--- src/sv/i2p_pkg.sv ---
// ----------------------------------------------------------------------------
// i2p_pkg: shared definitions for the infix to postfix converter
// Character codes, stack control codes and precedence helpers.
// ----------------------------------------------------------------------------
package i2p_pkg;

	localparam int STACK_DEPTH = 32;
	localparam int CNT_W       = $clog2(STACK_DEPTH + 1);

	typedef logic [7:0]       sym_t;
	typedef logic [CNT_W-1:0] cnt_t;

	localparam sym_t CH_MUL   = 8'h2A;
	localparam sym_t CH_DIV   = 8'h2F;
	localparam sym_t CH_ADD   = 8'h2B;
	localparam sym_t CH_SUB   = 8'h2D;
	localparam sym_t CH_OPEN  = 8'h28;
	localparam sym_t CH_CLOSE = 8'h29;

	// Move applied to every stack cell together
	typedef enum logic [1:0] {
		STK_HOLD,
		STK_PUSH,
		STK_POP
	} stk_op_t;

	// Letters and digits pass straight through
	function automatic logic is_alnum(sym_t c);
		logic res;
		res = c inside {[8'h30:8'h39], [8'h41:8'h5A], [8'h61:8'h7A]};
		return res;
	endfunction

	// True when the stacked entry must leave before the incoming character
	function automatic logic pops_before(sym_t stacked, sym_t incoming);
		logic high;
		logic low;
		logic res;
		high = (stacked == CH_MUL) || (stacked == CH_DIV);
		low  = (stacked == CH_ADD) || (stacked == CH_SUB);
		case (incoming)
			CH_MUL, CH_DIV: res = high;
			CH_ADD, CH_SUB: res = high | low;
			CH_CLOSE:       res = (stacked != CH_OPEN);
			default:        res = 1'b0;
		endcase
		return res;
	endfunction

endpackage

--- src/sv/i2p_cell.sv ---
// ----------------------------------------------------------------------------
// i2p_cell: one entry of the shifting operator stack
// On a push the cell takes its upper neighbor, on a pop its lower neighbor.
// ----------------------------------------------------------------------------
module i2p_cell (
	input  logic              clk,
	input  i2p_pkg::stk_op_t  op,
	input  i2p_pkg::sym_t     above,  // entry nearer the top (or new symbol)
	input  i2p_pkg::sym_t     below,  // entry deeper in the stack
	output i2p_pkg::sym_t     data
);
	import i2p_pkg::*;

	sym_t data_q;

	// Shift with the rest of the row
	always_ff @(posedge clk) begin
		case (op)
			STK_PUSH: data_q <= above;
			STK_POP:  data_q <= below;
			default:  data_q <= data_q;
		endcase
	end

	assign data = data_q;

endmodule

--- src/sv/infix_to_postfix_converter_top.sv ---
// ----------------------------------------------------------------------------
// infix_to_postfix_converter_top: shunting-yard infix to postfix converter
// An item is captured into cmd_q and sym_q, and each result is registered in the
// output register before m_tvalid rises. s_tready is high only while idle, so a new
// item is taken only once the last is done; one pop a cycle unless m_tready stalls.
// The operator stack is a row of shifting cells, top entry in cell 0.
// Reset clears the state, stack count, error flag and output valid; stack cells are not reset.
// ----------------------------------------------------------------------------
module infix_to_postfix_converter_top (
	input  logic       clk,
	input  logic       arst_n,
	input  logic       s_tvalid,
	output logic       s_tready,
	input  logic [7:0] s_tdata,   // [7:0] symbol
	input  logic [0:0] s_tuser,   // [0] command
	output logic       m_tvalid,
	input  logic       m_tready,
	output logic [7:0] m_tdata,   // [7:0] out_symbol
	output logic [2:0] m_tuser,   // [0] has_symbol, [1] expression_done, [2] error
	output logic       m_tlast    // last
);
	import i2p_pkg::*;

	typedef enum logic {
		ST_IDLE,
		ST_WORK
	} state_t;

	state_t  state_q;
	logic    cmd_q;
	sym_t    sym_q;
	cnt_t    count_q;
	logic    error_q;
	logic    m_tvalid_q;
	sym_t    out_sym_q;
	logic    out_has_q;
	logic    out_last_q;
	logic    out_done_q;
	logic    out_err_q;

	sym_t    cell_data [STACK_DEPTH];
	stk_op_t stk_op;

	logic    can_emit;
	logic    emit;
	logic    finish;
	logic    set_err;
	sym_t    o_sym;
	logic    o_has;
	logic    o_last;
	logic    o_done;
	logic    o_err;

	// Row of stack cells, each fed by its neighbors
	for (genvar i = 0; i < STACK_DEPTH; i++) begin : g_cell
		sym_t above;
		sym_t below;
		if (i == 0) begin : g_top
			assign above = sym_q;
		end else begin : g_mid
			assign above = cell_data[i-1];
		end
		if (i == STACK_DEPTH - 1) begin : g_bot
			assign below = cell_data[i];
		end else begin : g_deep
			assign below = cell_data[i+1];
		end
		i2p_cell u_cell (
			.clk   (clk),
			.op    (stk_op),
			.above (above),
			.below (below),
			.data  (cell_data[i])
		);
	end

	assign can_emit = !m_tvalid_q || m_tready;

	// Decide the move of this cycle
	always_comb begin
		emit    = 1'b0;
		finish  = 1'b0;
		set_err = 1'b0;
		stk_op  = STK_HOLD;
		o_sym   = cell_data[0];
		o_has   = 1'b1;
		o_last  = 1'b0;
		o_done  = 1'b0;
		o_err   = 1'b0;
		if (state_q == ST_WORK) begin
			if (cmd_q) begin
				// Flush the stack in pop order
				o_done = 1'b1;
				o_err  = error_q;
				emit   = can_emit;
				if (count_q == '0) begin
					o_sym  = '0;
					o_has  = 1'b0;
					o_last = 1'b1;
					finish = can_emit;
				end else begin
					o_last = (count_q == CNT_W'(1));
					stk_op = can_emit ? STK_POP : STK_HOLD;
					finish = can_emit && o_last;
				end
			end else if (is_alnum(sym_q)) begin
				o_sym  = sym_q;
				o_last = 1'b1;
				emit   = can_emit;
				finish = can_emit;
			end else if (count_q != '0 && pops_before(cell_data[0], sym_q)) begin
				// Pop one entry of higher or equal precedence, or any non-open entry on a close parenthesis
				o_last = !(count_q > CNT_W'(1) && pops_before(cell_data[1], sym_q));
				emit   = can_emit;
				stk_op = can_emit ? STK_POP : STK_HOLD;
			end else begin
				// Push, discard the open parenthesis, or flag an error
				finish = 1'b1;
				if (sym_q == CH_CLOSE) begin
					if (count_q != '0) begin
						stk_op = STK_POP;
					end else begin
						set_err = 1'b1;
					end
				end else if (count_q != CNT_W'(STACK_DEPTH)) begin
					stk_op = STK_PUSH;
				end else begin
					set_err = 1'b1;
				end
			end
		end
	end

	// State, stack count, error flag and output valid register
	always_ff @(posedge clk or negedge arst_n) begin
		if (!arst_n) begin
			state_q    <= ST_IDLE;
			count_q    <= '0;
			error_q    <= 1'b0;
			m_tvalid_q <= 1'b0;
		end else begin
			case (state_q)
				ST_IDLE: begin
					if (s_tvalid) begin
						state_q <= ST_WORK;
					end
				end
				ST_WORK: begin
					if (finish) begin
						state_q <= ST_IDLE;
					end
				end
				default: state_q <= ST_IDLE;
			endcase

			case (stk_op)
				STK_PUSH: count_q <= count_q + CNT_W'(1);
				STK_POP:  count_q <= count_q - CNT_W'(1);
				default:  count_q <= count_q;
			endcase

			if (finish && cmd_q) begin
				error_q <= 1'b0;
			end else if (set_err) begin
				error_q <= 1'b1;
			end

			if (emit) begin
				m_tvalid_q <= 1'b1;
			end else if (m_tready) begin
				m_tvalid_q <= 1'b0;
			end
		end
	end

	// Capture the item and the result payload
	always_ff @(posedge clk) begin
		if (s_tvalid && s_tready) begin
			cmd_q <= s_tuser[0];
			sym_q <= s_tdata;
		end
		if (emit) begin
			out_sym_q  <= o_sym;
			out_has_q  <= o_has;
			out_last_q <= o_last;
			out_done_q <= o_done;
			out_err_q  <= o_err;
		end
	end

	assign s_tready = (state_q == ST_IDLE);
	assign m_tvalid = m_tvalid_q;
	assign m_tdata  = out_sym_q;
	assign m_tuser  = {out_err_q, out_done_q, out_has_q};
	assign m_tlast  = out_last_q;

	// Stack count stays within the row of cells
	a_count_range: assert property (@(posedge clk) disable iff (!arst_n)
		count_q <= CNT_W'(STACK_DEPTH))
		else $error("stack count above depth");

	// No pop from an empty stack
	a_pop_nonempty: assert property (@(posedge clk) disable iff (!arst_n)
		(stk_op == STK_POP) |-> (count_q != '0))
		else $error("pop on empty stack");

	// No push into a full stack
	a_push_room: assert property (@(posedge clk) disable iff (!arst_n)
		(stk_op == STK_PUSH) |-> (count_q != CNT_W'(STACK_DEPTH)))
		else $error("push on full stack");

	// Final flush result leaves an empty stack and a clear error flag
	a_flush_clears: assert property (@(posedge clk) disable iff (!arst_n)
		(emit && o_done && o_last) |=> (count_q == '0 && !error_q))
		else $error("flush did not clear state");

	// Results are produced only while an item is at work
	a_emit_busy: assert property (@(posedge clk) disable iff (!arst_n)
		emit |-> (state_q == ST_WORK && can_emit))
		else $error("result outside of work");

endmodule

--- config.mk ---
export PLATFORM = sky130hd
export DESIGN_NAME = infix_to_postfix_converter_top
export DESIGN_NICKNAME = d
export VERILOG_FILES = /design/src/sv/i2p_pkg.sv /design/src/sv/i2p_cell.sv /design/src/sv/infix_to_postfix_converter_top.sv
export SDC_FILE = /design/constraint.sdc
export NUM_CORES = 1
export LEC_CHECK = 0
export BUFFER_PORTS_ARGS = -buffer_cell sky130_fd_sc_hd__buf_4
export CORE_ASPECT_RATIO = 0.75
export CORE_MARGIN = 4
export CORE_UTILIZATION = 60
export DETAILED_ROUTE_END_ITERATION = 16
export GPL_ROUTABILITY_DRIVEN = 0
export PLACE_DENSITY = 0.77
export SYNTH_ARGS = -nofsm -noshare
export SYNTH_HDL_FRONTEND = slang
export SYNTH_SLANG_ARGS = --single-unit
--- constraint.sdc ---
create_clock -name clk -period 9.38 [get_ports clk]
set_input_delay 0.938 -clock clk [delete_from_list [all_inputs] [get_ports clk]]
set_output_delay 0.938 -clock clk [all_outputs]
set_load 0.01 [all_outputs]
==> key figures <==
Die
  – Die height: between 100 and 150 um
  – Core Rows: 45
  – Die X-Extent: between 150 and 200 um
  – Core footprint: about 20000 um2
  – Initial core utilization: approximately three fifths
  – IO Pins: 27
  – Die area: approximately 23000 um2

STA
  – Fin. max-slew vios: 0
  – Max transition margin: 6.39%
  – Setup_tns: 0 ns
  – Post-Route Skew: 0.0117 ns
  – Final Hold Fails: 0
  – Min Clock Period, post-route: 4.76 ns
  – Setup Viol. Count Final: 0
  – Least-Margin Pin Slew: between 1 and 1.5 ns
  – RSZ-0062 raised after global routing: no
  – Fmax: roughly 210 MHz
  – Worst setup margin: 4.62 ns
  – Final period util: 50.7%
  – WHS: ~0.23 ns

Synthesis
  – Post-synthesis sequential area ratio: between 60 and 70%
  – Post-synthesis register bit count: around 290
  – Yosys Warn Count: 0
  – Number of distinct library cells after synthesis: 52
  – Post-synth top area share: 67.2%
  – Fraction of registers with async set/reset: around 3.1%
  – Gate Count Post-Synth: 710
  – Most numerous cell in the Yosys netlist: edfxtp_1
  – Mapped Area: 12400 um2
  – Area leader, netlist: edfxtp_1
  – Ranking of synthesized cells by area: edfxtp_1 67%, mux2_2 22%, dfrtp_1 1.8%
  – Synthesized net count: about 730
  – Synth Flop Type: edfxtp_1
  – Syn Area/Cell: 17.4 um2
  – Post-synth EDFFs: approximately 280
  – Top post-synthesis cells by count: 277 x edfxtp_1, 245 x mux2_2, 31 x clkbuf_1

Flow run
  – Max_cap viols: 0

CTS
  – Longest Clk Path Bufs: 3
  – Hold buffer count at cts: 0
  – Post-CTS Resized: 0
  – CTS tree: yes
  – TritonCTS buffer count: 27
  – Post-CTS Setup Bufs: 0
  – Worst skew pair latency: about 0.52 ns
  – Root buffer cell: clkbuf_16
  – CTS Sinks: 286
  – Htree depth: 1
  – Clk pin slew, worst setup/hold paths: roughly 0.060 ns

Critical path
  – Critical path peak fanout: 157
  – WP data required: 9.52 ns
  – CP endpoint: g_cell[24].u_cell.data[1]
  – Reg2reg path depth: 9
  – WP data arrival: roughly 4.9 ns
  – Flop-to-flop setup slack: around 4.6 ns
  – Worst Setup SP: g_cell[0].above[1]
  – Worst Setup Path Type: register to register
  – Worst r2r src: g_cell[0].above[1]
  – Worst setup SP type: register
  – Worst setup EP type: register
  – FF-to-FF End: g_cell[24].u_cell.data[1]

Final layout
  – Layout area overhead: 9.87%
  – Share of post-route cells with drive strength above 1: a little over two fifths
  – ANT cells: 0
  – Fin cells: roughly 1000
  – Final net count: roughly 750
  – Layout filler cell count: 1331

Global routing
  – Antenna violations before repair: 0
  – GRT overflow: 0
  – Vias in the first global route: a little under 6000
  – Largest net degree at the start of global routing: between 200 and 300
  – First-pass GRT wire length: 30.1 mm
  – Total Routing Usage GR: around 16%

Drt
  – Pre-antenna DRT Iters: 5
  – ANT nets after route: 0
  – Routed wl met2: 8.15 mm
  – Drc violations: 0
  – Vias: approximately 6000
  – Post-Route M1 WL: ~9 mm
  – WL met3: between 800 and 900 um
  – Max layer used: met4
  – Wirelength, routed: ~18 mm
  – Drt via density: 5.89
  – Initial DRC Count: between 500 and 600
  – Wire per inst: between 15 and 20 um

Power and ir drop
  – Sequential Power Share: 53.3%
  – Cell Int Power: about 3.8 mW
  – VDD IR max: ~0.63 mV
  – Power Density: between 300 and 400 nW/um2
  – Switch Pwr: between 1.5 and 2 mW
  – Comb power frac: ~28%
  – Leak pwr: 4.50 nW
  – Switching part of the total: 28.3%
  – Clock share of power: approximately a fifth

Min path
  – Worst hold-check path type: primary input to asynchronous set/reset pin

Placement
  – # placed instances: between 900 and 1000
  – Post-DP HPWL: 11.2 mm
  – Dpl ws: roughly 4.7 ns
  – Input/output buffers: 26

Run status
  – Status: complete, no violations
[per-stage QoR]
stage	util [%]	total power [mW]	instance area, um2
5_1_grt	67.1	5.62	13600
3_3_place_gp	63.0	4.16	12800
6_report	67.1	5.31	13600
4_1_cts	67.1	5.36	13600
2_1_floorplan	-	4.01	12400
3_5_place_dp	63.0	4.32	12800
[kinds of logic after synthesis]
family,after synthesis,synth area share [%]
buf+inv,49,1.67
xor+xnor,6,0.425
mux,246,22.4
flops,286,69.1
simple gates,66,2.94
fa+ha+maj,5,0.506
compound gates,52,3.01
[area by class of cell]
class / instances / area [um2] / share of cell area, %
clock buffers: 33 / 698 / 5.14
inverters: 9 / 41.3 / 0.304
multi-input cells: 375 / 3630 / 26.7
well taps: 258 / 323 / 2.38
flip-flops and latches: 286 / 8540 / 62.9
repair buffers: 28 / 223 / 1.64
clock inverters: 16 / 130 / 0.957
[routing by layer]
metal	vias to the layer above	track usage, %
met5	-	0
met4	0	4.35
met3	52	3.35
met2	126	23.1
met1	2908	23.7
li1	2833	-
[power groups by stage]
stage	clock network [mW]	logic [mW]	registers (mW)
5_1_grt	1.10	1.60	2.91
6_report	1.02	1.46	2.83
4_1_cts	1.04	1.48	2.83
3_5_place_dp	0	1.47	2.85
2_1_floorplan	0	1.20	2.81
3_3_place_gp	0	1.37	2.79
[cells in the final DEF (no fill, tap or decap), types with 4 or more instances in the layout]
master and count:
clkinv_2 4, o21ai_0 10, nand3_1 6, mux2_2 245, xor2_1 4, dfrtp_1 9
clkbuf_16 27, a22o_1 4, nor2b_1 6, buf_4 27, nand2_1 16, edfxtp_1 277
ha_1 4, a21oi_1 12, nor2_1 10, clkinv_1 7, clkbuf_1 6, inv_1 8
nor3_1 7
[worst max-delay path, stage by stage, from the launching register on]
cell,delay [ns]
edfxtp_1,0.55
o21ai_0,0.52
nand4b_1,0.19
o31ai_1,0.13
a22oi_4,0.31
a21oi_2,0.10
or3_1,0.41
ha_4,0.31
inv_8,0.65
buf_4,0.99
[registers in the layout, indices dropped and copies added, names as in the netlist]
register            flops
cmd_q                   1
state_q                 1
out_has_q               1
m_tdata                 8
g_cell.u_cell.data    256
count_q                 6
g_cell.above            8
out_done_q              1
out_err_q               1
m_tvalid                1
m_tlast                 1
error_q                 1
[how the worst min path moves through the flow]
stage	start	to
floorplan	g_cell[30].u_cell.data[0]	g_cell[31].u_cell.data[0]
global placement	g_cell[30].u_cell.data[7]	g_cell[31].u_cell.data[7]
detailed placement	g_cell[30].u_cell.data[2]	g_cell[31].u_cell.data[2]
CTS	arst_n	m_tvalid
global route	arst_n	m_tvalid
finish	arst_n	m_tvalid
No activity file was read; power rests on OpenSTA's default activity.
